## config.mk

```make
export PLATFORM = sky130hd
export DESIGN_NAME = ealt_ram
export DESIGN_NICKNAME = d
export VERILOG_FILES = /design/src/rtl/core/ealt_ram.sv
export SDC_FILE = /design/constraint.sdc
export NUM_CORES = 2
export LEC_CHECK = 0
export BUFFER_PORTS_ARGS = -buffer_cell sky130_fd_sc_hd__buf_2
export CAP_MARGIN = 20
export CORE_UTILIZATION = 50
export CTS_CLUSTER_DIAMETER = 80
export CTS_CLUSTER_SIZE = 25
export DETAILED_ROUTE_END_ITERATION = 7
export PLACE_DENSITY = 0.68
export SKIP_LAST_GASP = 1
export SYNTH_ARGS = -nofsm -noshare
export SYNTH_HDL_FRONTEND = slang
export SYNTH_SLANG_ARGS = --single-unit
```

## constraint.sdc

```tcl
create_clock -name clock -period 9.65 [get_ports clock]
set_clock_uncertainty 0.05 [all_clocks]
set_input_delay 1.4475 -clock clock [delete_from_list [all_inputs] [get_ports clock]]
set_output_delay 1.4475 -clock clock [all_outputs]
set_load 0.005 [all_outputs]
```

## src/rtl/core/ealt_ram.sv

```systemverilog
// ---------------------------------------------------------------------------
// ealt_ram
// generic single write port ram with one registered read port
// ---------------------------------------------------------------------------
module ealt_ram #(
   parameter int WIDTH = 64,
   parameter int DEPTH = 64,
   parameter int ADDR_WIDTH = (DEPTH > 1) ? $clog2(DEPTH) : 1
) (
   input  logic                  clock,
   input  logic                  wr_en,
   input  logic [ADDR_WIDTH-1:0] wr_addr,
   input  logic [WIDTH-1:0]      wr_data,
   input  logic [ADDR_WIDTH-1:0] rd_addr,
   output logic [WIDTH-1:0]      rd_data
);

   logic [WIDTH-1:0] mem_ff [DEPTH];
   logic [WIDTH-1:0] rd_data_ff;

   always_ff @(posedge clock) begin
      if (wr_en) begin
         mem_ff[wr_addr] <= wr_data;
      end
      rd_data_ff <= mem_ff[rd_addr];
   end

   assign rd_data = rd_data_ff;

endmodule

```

Word level (Yosys, flattened, before mapping)

Memory sizes are Yosys's and may differ from the RTL's. A register that Yosys moved wholly into a read port is not among the register bits.
Index checks and enable logic that the tools add are counted.

Register bits after elaboration: 0
Latch bits: 0
Bits in writable memories: 4096
Memory bits (read-only): 0
Input bits: 78
Output and inout bits: 64
Logic and storage cells: 3
Memories kept: 1

Add/sub/neg operators: 0
Multiply operators: 0
Div/mod/pow operators: 0
Magnitude comparators: 0
Eq/ne operators: 0
Shifts and indexed selects: 0
Multiplexer cells: 2
Bitwise operators: 0
Reduce and logical (&&, ||, !) cells: 0

Memory list:

| name   | depth | width | rd ports | clocked after memory_dff | wr ports | line | RTL |
|---|---|---|---|---|---|---|---|
| mem_ff | 64    | 64    | 1        | 1                        | 1        | 18   | `logic [WIDTH-1:0] mem_ff [DEPTH];` |

Operators by type and width:

| operator          | count |
|---|---|
| 1-bit two-way mux | 2 |

Depth between registers and ports, before layout

Word-level depth: 2
Mapped depth: 9
Depth with buffers taken out: 5

Least setup slack after synthesis

No wires, ideal clock.

Path kind: input-to-reg
Start point: in wr_addr[3]
End point: mem mem_ff[48][0], enable pin
Setup time: 0.564 ns
Arrival time: 6.319 ns
Data required time: 9.036 ns
Setup slack: 2.717 ns
Stages on the path: 4
Buffers on the path: 1
Path through: clkbuf_1 -> nor2b_1 -> nand4b_1 -> nor3_1

RTL lines:

| element     | line | RTL |
|---|---|---|
| from (decl) | 12   | `input logic [ADDR_WIDTH-1:0] wr_addr,` |
| to (decl)   | 18   |  |

Straight into the memory's write port.

==> results.md <==
- Status: completed
- Crit. End Element: flop
- CTS Buf Count: 196
- Final Hold Fails: 0
- Initial DRC count: 10808
- Root Driver: clkbuf_16
- Setup CP Type: in2reg
- Synth Area in Compound Gates: 0.0248
- Peak VDD IR: 0.182 mV
- WP depth: 7
- Most frequent CP cell: buf_4
- DR pass1 iterations: 8
- Post-Route WL: 407 mm
- DRC: 0
- Met3 Track Usage GR: 0.0397
- Clk sinks: 4160
- Hold_buf cts: 0
- CP bufs+invs: 3
- First-pass GRT wire length: 569 mm
- Worst EP required: 10.39 ns
- Number of cells after detailed placement: 10680
- Post-DP Area: 163000 um^2
- Arr. time, crit path: 5.16 ns
- Leading post-synthesis cells by cell area: edfxtp_1, mux4_2, mux2i_1
- Resized Gates After CTS: 0
- Syn_nets: 6676
- Cells after synthesis: 6598
- Largest family of logic cells by synthesized area: multiplexers
- Vias in the first global route: 73343
- Post-synth top area cell: edfxtp_1
- Synth top area share: 0.787
- Hold Path Cell Cnt: 4
- Clk buf depth: 4
- Post-DRT Antenna Nets: 0
- Mux cell area share after synthesis: 0.156
- GRT Overall Usage: 0.258
- Port bufs: 141
- Power Dens Cells: 184 nW/um^2
- Core region area: 310000 um^2
- Final Setup Violations: 0
- Syn_area_per_cell: 23.7 um^2
- RSZ-0062 raised after global routing: false
- Final worst slack: 5.23 ns
- # rows: 204
- Vias per cell: 6.68
- Ys async rst share: 0
- Peak Freq: 226 MHz
- Worst slew margin: 0.180
- Post-CTS setup buffers: 0
- Final non-filler cell area: 169000 um^2
- Layout cells sized above 1: 0.245
- TritonCTS clock tree: yes
- Worst path slowest cell: and2_4
- # Max-Cap Violations: 0
- Register area share after synthesis: 0.795
- Post-Synth Adder-Cell Area: 0
- Max-slew violations: 0
- Yosys warning count: 0
- Clk_lat worst skew: 0.92 ns
- Clk slew on worst S/H paths: 0.10 ns
- Top cell family by delay on the critical path: buffers and inverters
- Largest net degree at the start of global routing: 119
- H-tree depth: 4
- Synthesized cell area: 156000 um^2
- Initial antenna violation count: 36
- Die area: 315000 um^2
- Leak Pwr: 0.0511 uW
- Final worst path period share: 0.458
- Met1 Resource Use GR: 0.361
- Dpl hpwl: 216 mm
- Worst slew pin tran: 1.23 ns
- Max incr delay on CP: 0.89 ns
- Netlist cell types: 33
- Die width: 561 um
- Number of synthesized flops with an enable pin: 4096
- Place WS: 4.36 ns
- Flops & latches, synth: 4160
- Non-filler cells, final: 11056
- Initial Utilization: 0.505
- Min cycle time layout: 4.42 ns
- Most Crowded Layer GR: met2
- Critical Path Fanout Max: 80
- Worst Hold Class: reg2reg
- R2R depth: 5
- Synthesis-to-finish area growth: 7.99%
- Detail-routed net length per standard cell: 36.8 um
- Gp weighted congestion: 0.803
- Die height: 561 um
- Post-layout net count: 6853
- Xor-xnor portion of the synthesized cell area: 0
- Total congestion overflow: 0
- GR Util met2: 0.419
- CP startpoint kind: input port
- IO Count: 142
- DR vias: 73829
- Fill cell count: 22758
- Setup TNS: 0 ns
- Critical-path cell list: buf_8 -> buf_4 -> and2_4 -> buf_4 -> a22oi_1 -> and3_1 -> a211oi_1
- Top FF cell, synth: edfxtp_1
- Synth Area in Simple Gates: 0.0124
stage by stage:
step | hold slack (ns) | utilization | power (uW)
4_1_cts | 0.787 | 0.544 | 31200
6_report | 0.791 | 0.545 | 31100
5_1_grt | 0.764 | 0.545 | 31900
3_3_place_gp | 0.761 | 0.525 | 22100
2_1_floorplan | 0.738 | - | 21400
3_5_place_dp | 0.769 | 0.525 | 22100
cell type report:
type	count	area (um^2)	area share
Clock inverter	18	251	0.00149
Tap cell	4120	5150	0.0305
Timing Repair Buffer	349	2820	0.0167
Inverter	19	71.3	0.000422
Antenna cell	13	32.5	0.000193
Sequential cell	4160	124000	0.736
Multi-Input combinational cell	2049	30800	0.182
Clock buffer	328	5450	0.0323
report_power, final:
| part | switching [uW] | internal [uW] | total (uW) |
|---|---|---|---|
| registers | 96.0 | 20000 | 20100 |
| clock network | 5450 | 3960 | 9410 |
| logic | 1020 | 625 | 1650 |
| total | 6570 | 24600 | 31100 |
synth_stat cells (45+ instances only):
master / count
edfxtp_1: 4096
mux4_2: 1024
buf_2: 170
a22oi_1: 168
clkbuf_1: 140
mux2i_1: 135
nor2_1: 112
a22o_1: 88
o22ai_1: 83
and3_1: 64
dfxtp_1: 64
a211oi_1: 63
nand2_1: 58
nand3_1: 45
registers in the layout, summed over array words and instances (netlist names):
register	count
mem_ff	4096
rd_data	64
layer usage:
layer  vias to the layer above  share of wire  wire, um
met5                         -        0.00024        97
li1                      28600              -         -
met3                       726          0.098     40000
met1                     40215           0.38    153000
met4                        14          0.038     15600
met2                      4274           0.49    199000
cell families after synthesis:
family          Yosys count
simple gates            386
compound gates          504
flops                  4160
buf+inv                 389
mux                    1159
final timing paths:
check	start	to	slack (ns)
worst min register to register	mem_ff[46][10]$_DFFE_PP_	rd_data[10]$_DFF_P_	0.79
worst min-delay path	mem_ff[46][10]$_DFFE_PP_	rd_data[10]$_DFF_P_	0.79
worst max-delay path	rd_addr[2]	rd_data[39]$_DFF_P_	5.23
worst max register to register	mem_ff[63][19]$_DFFE_PP_	rd_data[19]$_DFF_P_	7.46
placed cells by master, fill, tap and decap left out, drive strengths merged, types with 58 or more instances in the layout:
cell type / instances
buf: 349
nand2: 58
o22ai: 83
edfxtp: 4096
a211oi: 63
dfxtp: 64
mux2i: 135
a22o: 88
nor2: 112
a22oi: 168
mux4: 1024
clkbuf: 328
and3: 64
worst reg2reg max path, delay by kind of cell (launching register included):
family	cells	cell delay, ns
DFF	1	0.36
AOI/OAI and AO/OA	3	0.86
muxes	2	0.74
Power figures use the tool's default switching activity.
