--- src/rtl/core/ealt_pkg.sv ---
// ---------------------------------------------------------------------------
// ealt_pkg
// shared types, codes and sizes for the entity acquire/lock table
// ---------------------------------------------------------------------------
package ealt_pkg;

   localparam int MAX_ENTRIES_DEFAULT = 64;
   localparam int ID_WIDTH            = 64;
   localparam int CONFIG_WIDTH        = 16;
   localparam int KIND_WIDTH          = 3;
   localparam int STATUS_WIDTH        = 3;

   // command codes
   localparam logic [KIND_WIDTH-1:0] KIND_ACQUIRE    = 3'd0;
   localparam logic [KIND_WIDTH-1:0] KIND_RELEASE    = 3'd1;
   localparam logic [KIND_WIDTH-1:0] KIND_LOCK       = 3'd2;
   localparam logic [KIND_WIDTH-1:0] KIND_GET_CONFIG = 3'd3;
   localparam logic [KIND_WIDTH-1:0] KIND_SET_CONFIG = 3'd4;
   localparam logic [KIND_WIDTH-1:0] KIND_QUERY      = 3'd5;

   // status codes
   localparam logic [STATUS_WIDTH-1:0] STATUS_OK               = 3'd0;
   localparam logic [STATUS_WIDTH-1:0] STATUS_ACQUIRED         = 3'd1;
   localparam logic [STATUS_WIDTH-1:0] STATUS_LOCK_REFUSED     = 3'd2;
   localparam logic [STATUS_WIDTH-1:0] STATUS_NO_ENTITY        = 3'd3;
   localparam logic [STATUS_WIDTH-1:0] STATUS_BAD_ARGS         = 3'd4;
   localparam logic [STATUS_WIDTH-1:0] STATUS_RELEASE_REFUSED  = 3'd5;

   // sequencer states
   typedef enum logic [4:0] {
      ST_IDLE   = 5'b00001,
      ST_SCAN   = 5'b00010,
      ST_OWNER  = 5'b00100,
      ST_DECIDE = 5'b01000,
      ST_RESP   = 5'b10000
   } seq_state_type;

   // sequencer status towards the top level
   typedef struct packed {
      logic idle;
      logic decide;
      logic resp;
      logic found;
   } seq_status_type;

endpackage

--- src/rtl/core/ealt_seq.sv ---
// ---------------------------------------------------------------------------
// ealt_seq
// search sequencer with the shared 64-bit id comparator
// ---------------------------------------------------------------------------
module ealt_seq #(
   parameter int MAX_ENTRIES = ealt_pkg::MAX_ENTRIES_DEFAULT,
   parameter int ADDR_WIDTH  = (MAX_ENTRIES > 1) ? $clog2(MAX_ENTRIES) : 1,
   parameter int COUNT_WIDTH = $clog2(MAX_ENTRIES + 1)
) (
   input  logic                          clock,
   input  logic                          reset,
   input  logic                          start,
   input  logic                          rsp_done,
   input  logic [COUNT_WIDTH-1:0]        entry_count,
   input  logic [ealt_pkg::ID_WIDTH-1:0] entity_rd_data,
   input  logic [ealt_pkg::ID_WIDTH-1:0] owner_rd_data,
   input  logic [ealt_pkg::ID_WIDTH-1:0] target_id,
   input  logic [ealt_pkg::ID_WIDTH-1:0] controller_id,
   output logic [ADDR_WIDTH-1:0]         entity_rd_addr,
   output logic [ADDR_WIDTH-1:0]         hit_idx,
   output logic                          owner_match,
   output ealt_pkg::seq_status_type      seq_status
);

   ealt_pkg::seq_state_type state_ff, state_in;
   logic [COUNT_WIDTH-1:0] ptr_ff, ptr_in;
   logic [ADDR_WIDTH-1:0]  chk_idx_ff, chk_idx_in;
   logic                   chk_vld_ff, chk_vld_in;
   logic [ADDR_WIDTH-1:0]  hit_idx_ff, hit_idx_in;
   logic                   found_ff, found_in;

   logic [ealt_pkg::ID_WIDTH-1:0] cmp_a;
   logic [ealt_pkg::ID_WIDTH-1:0] cmp_b;
   logic                          cmp_eq;

   // one comparator: entity ids while scanning, owner id when deciding
   assign cmp_a  = (state_ff == ealt_pkg::ST_SCAN) ? entity_rd_data : owner_rd_data;
   assign cmp_b  = (state_ff == ealt_pkg::ST_SCAN) ? target_id : controller_id;
   assign cmp_eq = (cmp_a == cmp_b);

   always_comb begin
      state_in   = state_ff;
      ptr_in     = ptr_ff;
      chk_idx_in = chk_idx_ff;
      chk_vld_in = chk_vld_ff;
      hit_idx_in = hit_idx_ff;
      found_in   = found_ff;
      case (state_ff)
         ealt_pkg::ST_IDLE: begin
            if (start) begin
               ptr_in     = '0;
               chk_vld_in = 1'b0;
               found_in   = 1'b0;
               state_in   = ealt_pkg::ST_SCAN;
            end
         end
         ealt_pkg::ST_SCAN: begin
            if (chk_vld_ff && cmp_eq) begin
               found_in   = 1'b1;
               hit_idx_in = chk_idx_ff;
               chk_vld_in = 1'b0;
               state_in   = ealt_pkg::ST_OWNER;
            end else if (ptr_ff < entry_count) begin
               chk_idx_in = ptr_ff[ADDR_WIDTH-1:0];
               chk_vld_in = 1'b1;
               ptr_in     = ptr_ff + 1'b1;
            end else begin
               chk_vld_in = 1'b0;
               state_in   = ealt_pkg::ST_DECIDE;
            end
         end
         ealt_pkg::ST_OWNER: begin
            state_in = ealt_pkg::ST_DECIDE;
         end
         ealt_pkg::ST_DECIDE: begin
            state_in = ealt_pkg::ST_RESP;
         end
         ealt_pkg::ST_RESP: begin
            if (rsp_done) begin
               state_in = ealt_pkg::ST_IDLE;
            end
         end
         default: begin
            state_in = ealt_pkg::ST_IDLE;
         end
      endcase
   end

   always_ff @(posedge clock) begin
      if (reset) begin
         state_ff   <= ealt_pkg::ST_IDLE;
         chk_vld_ff <= 1'b0;
         found_ff   <= 1'b0;
      end else begin
         state_ff   <= state_in;
         chk_vld_ff <= chk_vld_in;
         found_ff   <= found_in;
      end
      ptr_ff     <= ptr_in;
      chk_idx_ff <= chk_idx_in;
      hit_idx_ff <= hit_idx_in;
   end

   assign entity_rd_addr    = ptr_ff[ADDR_WIDTH-1:0];
   assign hit_idx           = hit_idx_ff;
   assign owner_match       = cmp_eq;
   assign seq_status.idle   = (state_ff == ealt_pkg::ST_IDLE);
   assign seq_status.decide = (state_ff == ealt_pkg::ST_DECIDE);
   assign seq_status.resp   = (state_ff == ealt_pkg::ST_RESP);
   assign seq_status.found  = found_ff;

endmodule

--- config.mk ---
export PLATFORM = sky130hd
export DESIGN_NAME = ealt_seq
export DESIGN_NICKNAME = d
export VERILOG_FILES = /design/src/rtl/core/ealt_pkg.sv /design/src/rtl/core/ealt_seq.sv
export SDC_FILE = /design/constraint.sdc
export NUM_CORES = 1
export LEC_CHECK = 0
export ABC_AREA = 1
export BUFFER_PORTS_ARGS = -buffer_cell sky130_fd_sc_hd__buf_2
export CORE_AREA = 2 2 109 111
export DETAILED_ROUTE_END_ITERATION = 12
export DIE_AREA = 0 0 111 113
export REMOVE_ABC_BUFFERS = 1
export SYNTH_ARGS = -nofsm -noshare
export SYNTH_HDL_FRONTEND = slang
export SYNTH_SLANG_ARGS = --single-unit
--- constraint.sdc ---
create_clock -name clock -period 3.1 [get_ports clock]
set_input_delay 0 -clock clock [delete_from_list [all_inputs] [get_ports clock]]
set_output_delay 0 -clock clock [all_outputs]
set_load 0.03 [all_outputs]
# After elaboration in Yosys (flattened, before gate mapping)
# Index checks and enable logic that the tools add are counted.
# totals
out_inout_bits	17
ramBits	0
latchBits	0
elab_cells	46
memories	0
romBits	0
input_bits	267
register_bits	26
# op_classes
bitwise	1
mul	0
n_reduce_logical	8
addsub	1
eq_ne	12
div	0
n_lt_le_gt_ge	1
shifts	0
mux	17
# ops
cell	count
two-way mux 64 bit	2
== test 64 bit	1
case mux 5 bit (5 select lines)	1
two-way mux 7 bit	3
two-way mux 5 bit	4
case mux 7 bit (2 select lines)	1
AND reduction 3 bit	3
adder 7 x 1 -> 7 bit (second input constant)	1
< comparator 7 bit	1
!= test 2 bit (second input constant)	3
== test 5 x 1 -> 1 bit (second input constant)	1
== test 5 x 2 -> 1 bit (second input constant)	1
== test 5 x 3 -> 1 bit (second input constant)	1
== test 5 x 4 -> 1 bit (second input constant)	1
== test 5 bit (second input constant)	1
two-way mux 1 bit	4
!= test 2 x 1 -> 1 bit (second input constant)	2
case mux 1 bit (2 select lines)	2
AND reduction 2 bit	2
AND reduction 4 bit	1
!= test 3 bit (second input constant)	1
nonzero test 2 bit	1
logical AND 1 bit	1
inverter 1 bit	1

# Logic depth before layout (Yosys ltp)
# Gate-level depths: netlist (run 1).
# depth
ltp_word	6
depth_mapped	14
depth_no_buf	14

# Worst setup path after synthesis (run 1)
# OpenSTA, ideal clock, no wires.
# synth_path
kind	reg-to-reg
startpoint	register state_ff[2]
endpoint	register ptr_ff[0], enable pin
setup_time_ns	0.324
arrival_time_ns	1.814
period_less_slack_ns	2.138
path_slack_ns	0.962
stages_incl_launch_ff	6
n_path_buf	0
required_time_ns	2.776
cell_sequence	dfxtp_1 nor2_4 nand2_2 nor3_1 nand2_1 nand2_1
# synth_rtl
element	line	source
from (decl)	ealt_seq.sv:25	ealt_pkg::seq_state_type state_ff, state_in;
from (signal assigned)	ealt_seq.sv:91	state_ff <= ealt_pkg::ST_IDLE;
from (signal assigned)	ealt_seq.sv:95	state_ff <= state_in;
to (signal assigned)	ealt_seq.sv:99	ptr_ff <= ptr_in;
to (decl)	ealt_seq.sv:26	logic [COUNT_WIDTH-1:0] ptr_ff, ptr_in;

# Worst setup path after layout (run 1)
# layout_path
startpoint	register ptr_ff[2]
endpoint	register ptr_ff[5], enable pin
# layout_via
elab_chain_cells	3
# layout_rtl
element	line	source
< comparator 7 bit	ealt_seq.sv:63	end else if (ptr_ff < entry_count) begin
!= test 2 x 1 -> 1 bit (no line)	-	
AND reduction 4 bit (no line)	-	
# Every way passes these cells.
# A chain may end at the register's enable or synchronous reset.

==> reports/qor.txt, run 1 <==
Sequential area share after synthesis -> 0.229
DP Wirelength -> 8510 µm
TritonCTS clock tree -> built
Min Tclk post-route -> 2010 ps
Global-route wire length before repair -> 14100 µm
Clk slew on worst S/H paths -> 60 ps
Clk sinks -> 26
Finished Cell Area -> 4760 µm²
Port Buffer Count -> 283
Max-slew violations -> 0
Top FF cell, synth -> edfxtp_1
Initial antenna violation count -> 0
Avg Synthesized Cell Area -> 6.76 µm²
Share of cells above drive strength 1 -> 0.408
Cell count after synthesis -> 459
Worst-Skew Late Latency -> 260 ps
CP Data Required Time -> 3040 ps
Overall die height -> 113 µm
Worst-path cell with the longest stage delay -> edfxtp_1
Synth warn -> 0
GRT Residual Overflow -> 0
P&R area growth vs syn -> 53.4%
Initial Utilization -> 0.275
Critical path data arrival time -> 1950 ps
Rel. slew slack -> 0.732
Pwr Density -> 271 nW/µm²
Placer Congestion -> 0.786
Peak VDD IR -> 321 µV
Routed WL -> 9080 µm
Total CTS buffers -> 3
Placed cell areas -> 4650 µm²
Via count -> 3569
EDFF count, synth -> 19
Setup TNS -> 0 ps
Core area -> 11300 µm²
Hold Path Class -> in2reg
Site Rows -> 39
Drt initial violations -> 98
Final nets -> 1015
Placed Cells -> 878
Clock buffer depth -> 2
Pin count of the biggest net entering global routing -> 16
RSZ-0062 raised after global routing -> false
Die ar. -> 12500 µm²
Async S/R FF share, synth -> 0
Vias per cell -> 4.04
Worst path cell trace -> ha_1 > a21oi_1 > and2_0 > o221a_2 > nand3_2 > nand2_1
Worst Skew -> 2.26 ps
GRT Util Overall -> 0.136
Vias in the first global route -> 3331
Post-Syn Area -> 3100 µm²
Crit start category -> flop
Outcome -> completed
Drt wl/cell -> 10.3 µm
Worst slew pin tran -> 399 ps
Fin. Hold Viols -> 0
Critical path type -> reg2reg
H-tree lvl count -> 1
Core Util, Final -> 0.422
# IOs -> 284
Max cap viols -> 0
Number of inserted diodes -> 0
Static leakage -> 0.00256 µW
Critical path capture point type -> flop
Period utilisation layout -> 0.647
Post-DRT Antenna Nets -> 0
Final setup fails -> 0
Flops & latches, synth -> 26
DRC Markers -> 0
First-pass DRT Iterations -> 4
CTS Root Cell -> clkbuf_16
Die width -> 111 µm
Max FO, Critical Path -> 7
Yosys cell types -> 27
Fin cells -> 883
Fmax -> 0.498 GHz
Max incr delay on CP -> 470 ps
what timing repair did:
| item | CTS | global route |
|---|---|---|
| endpoints found under the setup margin | 0 | 0 |
| gates resized for setup | 0 | 0 |
| endpoints found under the hold margin | 6 | 0 |
| setup buffers | 0 | 0 |
| hold buffers | 1 | 0 |
synth_stat cells (3+ instances only):
cell type | number | area, µm²
xnor2_1 | 93 | 815
a21oi_1 | 10 | 50.1
edfxtp_1 | 19 | 571
buf_4 | 7 | 52.6
dfxtp_1 | 7 | 140
ha_1 | 7 | 87.6
nand2_1 | 143 | 537
nand4_1 | 10 | 62.6
nor2_1 | 48 | 180
o21ai_0 | 3 | 15.0
nor3_1 | 4 | 20.0
inv_1 | 69 | 259
nand3_1 | 7 | 35.0
nand3_2 | 5 | 50.1
xor2_1 | 12 | 105
cell usage in the layout (no fill, tap or decap):
master / n
a21oi_1: 10
and2_0: 1
buf_2: 283
bufinv_16: 1
clkbuf_16: 3
clkinv_2: 1
dfxtp_1: 7
dlygate4sd3_1: 1
edfxtp_1: 19
ha_1: 7
inv_1: 69
inv_2: 1
nand2_1: 143
nand2_2: 2
nand3_1: 7
nand3_2: 5
nand3b_1: 1
nand4_1: 10
nand4_4: 1
nor2_1: 48
nor2_2: 2
nor2_4: 2
nor3_1: 4
nor3b_1: 1
nor4_1: 1
o211ai_1: 1
o21ai_0: 3
o221a_2: 1
xnor2_1: 93
xor2_1: 12
final timing paths:
path	from	end	slack (ps)	cells after the start
min reg2reg	chk_idx_ff[1]	hit_idx[1]	420	0
max reg2reg	ptr_ff[2]	ptr_ff[5]	1090	6
min	rsp_done	state_ff[4]	60	4
max	ptr_ff[2]	ptr_ff[5]	1090	6
flip-flops by register name (all words and copies together), names as in the netlist:
signal	flops
ptr_ff	7
chk_vld_ff	1
hit_idx	6
state_ff	5
found_ff	1
chk_idx_ff	6
cells by family (layout without fill, tap and decap cells):
family,Yosys count,after routing,synth area share
AOI/OAI and AO/OA,15,15,0.0270
buffers and inverters,78,359,0.103
DFF,26,26,0.229
adders and majority gates,7,7,0.0282
xor gates and xnor gates,105,105,0.296
and+or+nand+nor,228,228,0.316
area by class of cell:
cell class	count	area, µm²
Sequential cell	26	711
Inverter	71	268
Timing Repair Buffer	284	1430
Clock inverter	1	30.0
Tap cell	143	179
Fill cell	1210	6510
Multi-Input combinational cell	355	2070
Clock buffer	3	75.1
stage by stage:
step	setup WS [ps]	power (µW)	hold slack [ps]
2_1_floorplan	962	682	69.1
3_3_place_gp	1100	927	262
3_5_place_dp	1070	929	255
4_1_cts	1070	1300	44.7
5_1_grt	940	1380	65.9
6_report	1090	1290	58.4
layer usage:
metal | global-route usage | vias to the layer above | wire length, µm
met2 | 0.264 | 140 | 4630
met3 | 0.0230 | 6 | 656
li1 | - | 1957 | -
met4 | 0.0200 | 0 | 62
met1 | 0.159 | 1466 | 3730
met5 | 0 | - | 0
power by group:
part           switching, µW  internal [µW]
registers               16.2            393
clock network            116            257
logic                    236            272
critical path: cells and delay by family (launching register included):
kind                     cells  cell delay (ps)
adder cells (fa/ha/maj)      1              330
flip-flops                   1              470
AND/OR/NAND/NOR              3              570
AO/OA/AOI/OAI                2              320
(Power assumes the default switching activity.)
==> inputs of run 2 (changes only) <==
--- a/config.mk
+++ b/config.mk
@@ -5,7 +5,7 @@
 export SDC_FILE = /design/constraint.sdc
 export NUM_CORES = 1
 export LEC_CHECK = 0
-export ABC_AREA = 1
+export ABC_AREA = 0
 export BUFFER_PORTS_ARGS = -buffer_cell sky130_fd_sc_hd__buf_2
 export CORE_AREA = 2 2 109 111
 export DETAILED_ROUTE_END_ITERATION = 12
==> constraint.sdc (replaced) <==
create_clock -name clock -period 1.9 [get_ports clock]
set_input_delay 0 -clock clock [delete_from_list [all_inputs] [get_ports clock]]
set_output_delay 0 -clock clock [all_outputs]
set_load 0.03 [all_outputs]
==> run 2 against run 1 <==
- the run now ends with negative setup slack left
- core utilization is 1.4 points lower
- combinational power is 99% higher
- worst hold slack better by 31 ps
- final cell count is 16% lower
- cell area is 3.4% lower
- global-route usage is 3.0 points higher
- register-to-register slack worse by 1200 ps
- synthesized cell count is 39% lower
- wire length is 20% higher
- clock power is 46% higher
- largest cell class unchanged
- clock skew is 1.0 ps higher
- fmax is 1.5% higher
==> reports/qor.txt, run 2 <==
Worst Skew -> 3.28 ps (was 2.26 ps)
P&R area growth vs syn -> 74.3% (was 53.4%)
Rel. slew slack -> 0.676 (was 0.732)
Avg Synthesized Cell Area -> 9.46 µm² (was 6.76 µm²)
Post-Syn Area -> 2640 µm² (was 3100 µm²)
Synth warn -> 0 (unchanged)
Initial antenna violation count -> 3 (was 0)
WHS -> 89.1 ps (was 58.4 ps)
Worst slew pin tran -> 481 ps (was 399 ps)
Count leader, synth -> xnor2_1 (was nand2_1)
CP delay by family, top -> compound AO/OA/AOI/OAI gates (was simple AND/OR/NAND/NOR gates)
Pin count of the biggest net entering global routing -> 16 (unchanged)
Mux share of post-synthesis cell area -> 0 (unchanged)
Buf/Inv on CP -> 1 (was 0)
Final setup fails -> 20 (was 0)
Period utilisation layout -> 1.04 (was 0.647)
Outcome -> complete, but fails checks (was completed)
Final nets -> 867 (was 1015)
Worst-Skew Late Latency -> 250 ps (was 260 ps)
Top cells by area, synth -> xnor2_1, edfxtp_1, nand4_1 (was xnor2_1, edfxtp_1, nand2_1)
EDFF count, synth -> 19 (unchanged)
Post-synthesis simple-gate area fraction -> 0.170 (was 0.316)
Fin. Hold Viols -> 0 (unchanged)
Die width -> 111 µm (unchanged)
Static leakage -> 0.00213 µW (was 0.00256 µW)
Post-Synth Adder-Cell Area -> 0.0332 (was 0.0282)
Flops & latches, synth -> 26 (unchanged)
Global-route wire length before repair -> 16500 µm (was 14100 µm)
Clock buffer depth -> 2 (unchanged)
Sequential area share after synthesis -> 0.269 (was 0.229)
Hold Path Class -> in2reg (unchanged)
Commonest non-fill, non-tap cell in the layout -> buf_2 (unchanged)
Share of cells above drive strength 1 -> 0.571 (was 0.408)
Post-DRT Antenna Nets -> 0 (unchanged)
Max incr delay on CP -> 390 ps (was 470 ps)
Max FO, Critical Path -> 6 (was 7)
First-pass DRT Iterations -> 4 (unchanged)
Max reg flops -> 7 (unchanged)
Via count -> 3223 (was 3569)
H-tree lvl count -> 1 (unchanged)
Port Buffer Count -> 283 (unchanged)
Die ar. -> 12500 µm² (unchanged)
Worst path cell trace -> ha_1 > a21o_1 > a21oi_2 > o21ai_2 > a31o_1 > a211o_4 > clkinvlp_4 (was ha_1 > a21oi_1 > and2_0 > o221a_2 > nand3_2 > nand2_1)
Yosys cell types -> 33 (was 27)
Fmax -> 0.506 GHz (was 0.498 GHz)
Total CTS buffers -> 3 (unchanged)
Clk slew on worst S/H paths -> 60 ps (about the same)
Vias in the first global route -> 3438 (was 3331)
Synth area leader -> xnor2_1 (unchanged)
Max cap viols -> 0 (unchanged)
Most frequent cells in the layout -> buf_2, xnor2_1, nand4_1, buf_4, xor2_1 (was buf_2, nand2_1, xnor2_1)
Top cells by count, synth -> xnor2_1, nand4_1, xor2_1 (was nand2_1, xnor2_1, inv_1)
Critical path type -> reg2reg (unchanged)
DP Wirelength -> 10000 µm (was 8510 µm)
TritonCTS clock tree -> built (unchanged)
Drt initial violations -> 33 (was 98)
GRT Util Overall -> 0.165 (was 0.136)
Compound-gate portion of the synthesized area -> 0.0507 (was 0.0270)
Drt wl/cell -> 14.8 µm (was 10.3 µm)
Largest Register -> ptr_ff (unchanged)
Crit start category -> flop (unchanged)
Vias per cell -> 4.37 (was 4.04)
Top FF cell, synth -> edfxtp_1 (unchanged)
GRT Residual Overflow -> 0 (unchanged)
Site Rows -> 39 (unchanged)
Core Util, Final -> 0.408 (was 0.422)
Worst-path cell with the longest stage delay -> edfxtp_1 (unchanged)
Overall die height -> 113 µm (unchanged)
# IOs -> 284 (unchanged)
CP Data Required Time -> 1860 ps (was 3040 ps)
Async S/R FF share, synth -> 0 (unchanged)
Placer Congestion -> 0.934 (was 0.786)
Pwr Density -> 487 nW/µm² (was 271 nW/µm²)
Routed WL -> 10900 µm (was 9080 µm)
Max-slew violations -> 0 (unchanged)
Clk sinks -> 26 (unchanged)
Peak VDD IR -> 389 µV (was 321 µV)
Core area -> 11300 µm² (unchanged)
Failing checks -> negative setup slack
Worst Setup Slack, final -> -75.6 ps (was 1090 ps)
Synth top area share -> 0.375 (was 0.263)
Min Tclk post-route -> 1980 ps (was 2010 ps)
DRC Markers -> 0 (unchanged)
Critical path capture point type -> flop (unchanged)
Pwr Total -> 2240 µW (was 1290 µW)
Largest family of logic cells by synthesized area -> XOR/XNOR gates (was simple AND/OR/NAND/NOR gates)
Post-Synth XOR/XNOR Area -> 0.441 (was 0.296)
Initial Utilization -> 0.234 (was 0.275)
CTS Root Cell -> clkbuf_16 (unchanged)
RSZ-0062 raised after global routing -> true (was false)
Critical path data arrival time -> 1940 ps (was 1950 ps)
Cell count after synthesis -> 279 (was 459)
## run 2: cell count changes after synthesis, sizes merged, moves of 3 or more
cell | before | now
a21oi | 10 | 6
inv | 70 | 10
nand2 | 145 | 5
nand3 | 12 | 7
nand3b | 1 | 4
nand4 | 11 | 32
nor2 | 52 | 11
nor3 | 4 | 7
nor4 | 1 | 8
xnor2 | 93 | 113
xor2 | 12 | 20
## run 2: where the power goes
group | switching [µW] | internal, µW
logic | 458 | 550
registers | 25.8 | 661
clock network | 180 | 365
total | 664 | 1580
## run 2: repair_timing
| item | 4_1_cts | 5_1_grt |
|---|---|---|
| setup buffers | 3 | 2 |
| hold buffers | 1 | 0 |
| hold endpoints to repair | 3 | 0 |
| setup endpoints to repair | 25 | 25 |
| pin swaps | 8 | 8 |
| resized for setup | 10 | 8 |
## run 2: final cells by class
class / count / area, µm²
Inverter: 10 / 43.8
Sequential cell: 26 / 713
Multi-Input combinational cell: 235 / 1870
Clock buffer: 4 / 100
Fill cell: 1145 / 6670
Timing Repair Buffer: 317 / 1680
Tap cell: 143 / 179
Antenna cell: 3 / 7.51
## run 2: worst paths after layout
path | from | to | slack [ps] | cells past startpoint
max | ptr_ff[1] | chk_idx_ff[5] | -80 | 7
min | start | state_ff[0] | 90 | 4
max reg2reg | ptr_ff[1] | chk_idx_ff[5] | -80 | 7
min reg2reg | chk_idx_ff[5] | hit_idx[5] | 420 | 0
## run 2: per-stage QoR
| step | std cells | worst slack, ps | cell area (µm²) | TNS, ps |
|---|---|---|---|---|
| after detailed placement | 725 | -290 | 4390 | -4910 |
| after floorplan | 271 | -409 | 2580 | -5690 |
| final | 738 | -75.6 | 4600 | -1060 |
| after CTS | 733 | -83.2 | 4550 | -976 |
| after global placement | 725 | -255 | 4390 | -3990 |
| after global routing | 738 | -162 | 4600 | -2900 |
## run 2: worst min-delay path, cell delays in order
cell	delay [ps]
buf_2	100
nor2_1	90
nor2_1	60
o31ai_1	60
## run 2: cells by family (layout without fill, tap and decap cells)
kind of cell,count (synthesis),count (layout)
AO/OA/AOI/OAI,17,17
XOR/XNOR,133,133
adder cells (fa/ha/maj),7,7
buffers and inverters,18,331
flip-flops,26,26
other,0,3
AND/OR/NAND/NOR,78,78
## run 2: layer usage
layer / vias up / share of wire / GRT usage
met1: 1449 / 0.38 / 0.184
met3: 14 / 0.076 / 0.0439
met2: 159 / 0.53 / 0.314
met4: 0 / 0.016 / 0.0417
li1: 1601 / - / -
met5: - / 0 / 0
==> inputs of run 3 (changes only) <==
--- a/config.mk
+++ b/config.mk
@@ -10,7 +10,9 @@
 export CORE_AREA = 2 2 109 111
 export DETAILED_ROUTE_END_ITERATION = 12
 export DIE_AREA = 0 0 111 113
+export MAX_ROUTING_LAYER = met4
 export REMOVE_ABC_BUFFERS = 1
+export SKIP_LAST_GASP = 1
 export SYNTH_ARGS = -nofsm -noshare
 export SYNTH_HDL_FRONTEND = slang
 export SYNTH_SLANG_ARGS = --single-unit
==> run 3 against run 2 <==
- the flow still finishes with violations (negative setup slack)
- cell area is 0.35% lower
- worst hold slack improved by 1.6 ps
- clock skew decreased by 1.1 ps
- clock power rose by 10%
- total power rose by 1.7%
- sequential power about the same
- non-clock buffer count down 2
- register-to-register slack barely moved
- die area unchanged
- first-iteration DRC count grew to 2.5 times the previous value
- fmax down 0.25%
- clock-buffer cell count fell by 1
- largest power group unchanged
==> reports/qor.txt, run 3 (same netlist as run 2, synthesis figures left out) <==
Outcome -> complete, but fails checks (unchanged)
Failing checks -> negative setup slack (unchanged)
Hold Path Class -> in2reg (unchanged)
Most frequent cells in the layout -> buf_2, xnor2_1, nand4_1 (was buf_2, xnor2_1, nand4_1, buf_4, xor2_1)
Peak VDD IR -> 399 µV (was 389 µV)
Reg2reg path depth -> 7 (unchanged)
# IOs -> 284 (unchanged)
WHS -> 90.6 ps (was 89.1 ps)
Reg2reg end -> chk_idx_ff[0] (was chk_idx_ff[5])
Max FO, Critical Path -> 6 (unchanged)
CTS Root Cell -> clkbuf_16 (unchanged)
Clk pwr share -> 0.264 (was 0.243)
Clk sinks -> 26 (unchanged)
Drt wl/cell -> 14.7 µm (was 14.8 µm)
Global-route wire length before repair -> 16500 µm (about the same)
Critical path type -> reg2reg (unchanged)
Initial antenna violation count -> 1 (was 3)
Switch share -> 0.290 (was 0.296)
WHS Path Cells -> 4 (unchanged)
P&R area growth vs syn -> 73.7% (was 74.3%)
Site Rows -> 39 (unchanged)
Pwr Density -> 497 nW/µm² (was 487 nW/µm²)
Commonest non-fill, non-tap cell in the layout -> buf_2 (unchanged)
GRT Util Overall -> 0.170 (was 0.165)
Die ar. -> 12500 µm² (unchanged)
Final nets -> 865 (was 867)
Storage cell area -> 712 µm² (was 713 µm²)
Share of cells above drive strength 1 -> 0.568 (was 0.571)
Max incr delay on CP -> 390 ps (about the same)
Min Tclk post-route -> 1980 ps (about the same)
Vias in the first global route -> 3399 (was 3438)
Fmax -> 0.505 GHz (was 0.506 GHz)
Initial Utilization -> 0.234 (unchanged)
Routed WL -> 10800 µm (was 10900 µm)
R2R setup slack -> -80 ps (about the same)
Fill cell count -> 1140 (was 1145)
Placer Congestion -> 0.954 (was 0.934)
Multi-input gate area -> 1870 µm² (unchanged)
Finished Cell Area -> 4580 µm² (was 4600 µm²)
Worst-path cell with the longest stage delay -> edfxtp_1 (unchanged)
CP Data Required Time -> 1870 ps (was 1860 ps)
Crit start category -> flop (unchanged)
Max reg flops -> 7 (unchanged)
Placed Cells -> 725 (unchanged)
Die width -> 111 µm (unchanged)
DP Wirelength -> 10100 µm (was 10000 µm)
GRT Residual Overflow -> 0 (unchanged)
Hold endpoint -> state_ff[0] (unchanged)
DRC Markers -> 0 (unchanged)
Placed cell areas -> 4390 µm² (unchanged)
Max cap viols -> 0 (unchanged)
Critical path capture point type -> flop (unchanged)
Period utilisation layout -> 1.04 (about the same)
TritonCTS clock tree -> built (unchanged)
Static leakage -> 0.00212 µW (was 0.00213 µW)
Setup TNS -> -982 ps (was -1060 ps)
Worst Skew -> 2.22 ps (was 3.28 ps)
Gate power share -> 0.435 (was 0.450)
R2r startpoint -> ptr_ff[1] (unchanged)
Pin count of the biggest net entering global routing -> 16 (unchanged)
P_sw -> 661 µW (was 664 µW)
Rel. slew slack -> 0.711 (was 0.676)
Sequential power share -> 0.301 (was 0.306)
Cell-internal power -> 1620 µW (was 1580 µW)
Vias per cell -> 4.35 (was 4.37)
Port Buffer Count -> 283 (unchanged)
Largest Register -> ptr_ff (unchanged)
Clock buffer depth -> 2 (unchanged)
Fin cells -> 734 (was 738)
Via count -> 3193 (was 3223)
Final setup fails -> 13 (was 20)
RSZ-0062 raised after global routing -> true (unchanged)
Max-slew violations -> 0 (unchanged)
First-pass DRT Iterations -> 4 (unchanged)
Fin. Hold Viols -> 0 (unchanged)
Worst path cell trace -> ha_1 > a21o_1 > a21oi_2 > o21ai_2 > a31o_1 > a211o_4 > clkinvlp_4 (unchanged)
Core Util, Final -> 0.407 (was 0.408)
Drt initial violations -> 83 (was 33)
Worst Setup Slack, final -> -80.5 ps (was -75.6 ps)
HP Start -> start (unchanged)
Worst slew pin tran -> 429 ps (was 481 ps)
Overall die height -> 113 µm (unchanged)
Critical path data arrival time -> 1950 ps (was 1940 ps)
Clk slew on worst S/H paths -> 60 ps (about the same)
Crit path from -> ptr_ff[1] (unchanged)
Total CTS buffers -> 3 (unchanged)
H-tree lvl count -> 1 (unchanged)
Core area -> 11300 µm² (unchanged)
Worst-Skew Late Latency -> 260 ps (was 250 ps)
Post-DRT Antenna Nets -> 0 (unchanged)
-- run 3: cell count changes in the layout (fill, tap and decap cells not counted) --
cell	previous run	this run
dfxtp_1	5	6
bufinv_16	0	1
buf_4	32	30
diode_2	3	1
clkbuf_16	4	3
dfxtp_2	2	1
-- run 3: area by class of cell --
type	count	share of cell area
clock buffer	3	0.0164
tap	143	0.0390
inverter	10	0.00956
clock inverter	1	0.00655
antenna	1	0.000546
sequential	26	0.155
timing repair buffer	315	0.364
multi-input combinational	235	0.408
-- run 3: critical path: cells and delay by family, from the launching register on --
family / cells / cell delay, ps
fa+ha+maj: 1 / 280
flops: 1 / 390
compound gates: 5 / 880
buf+inv: 1 / 130
-- run 3: power by group through the flow --
stage	combinational (µW)	sequential, µW	clock (µW)
5_1_grt	1090	690	643
3_3_place_gp	949	694	0
3_5_place_dp	967	695	0
4_1_cts	989	685	614
6_report	992	685	601
2_1_floorplan	404	748	0
-- run 3: routing by layer --
layer | vias up | GRT usage | wire length [µm]
li1 | 1595 | - | -
met1 | 1446 | 0.195 | 4290
met2 | 144 | 0.317 | 5680
met3 | 8 | 0.0316 | 735
met4 | 0 | 0.0258 | 121
met5 | - | - | 0
-- run 3: per-stage QoR --
stage,setup slack (ps),total power [µW]
final,-80.5,2280
after CTS,-78.4,2290
after detailed placement,-297,1660
after global routing,-173,2420
after global placement,-250,1640
after floorplan,-409,1150
-- run 3: worst max path at each step --
stage                    endpoint  slack [ps]
global placement        ptr_ff[6]        -250
detailed placement      ptr_ff[6]        -300
finish              chk_idx_ff[0]         -80
CTS                 chk_idx_ff[5]         -80
global route        chk_idx_ff[5]        -170
floorplan               ptr_ff[0]        -410
-- run 3: what timing repair did --
action                     CTS  global route
buffers inserted             2             1
hold endpoints to repair     3             0
hold buffers                 1             0
setup endpoints to repair   25            25
pin swaps                    8             2
gates resized for setup      9             8
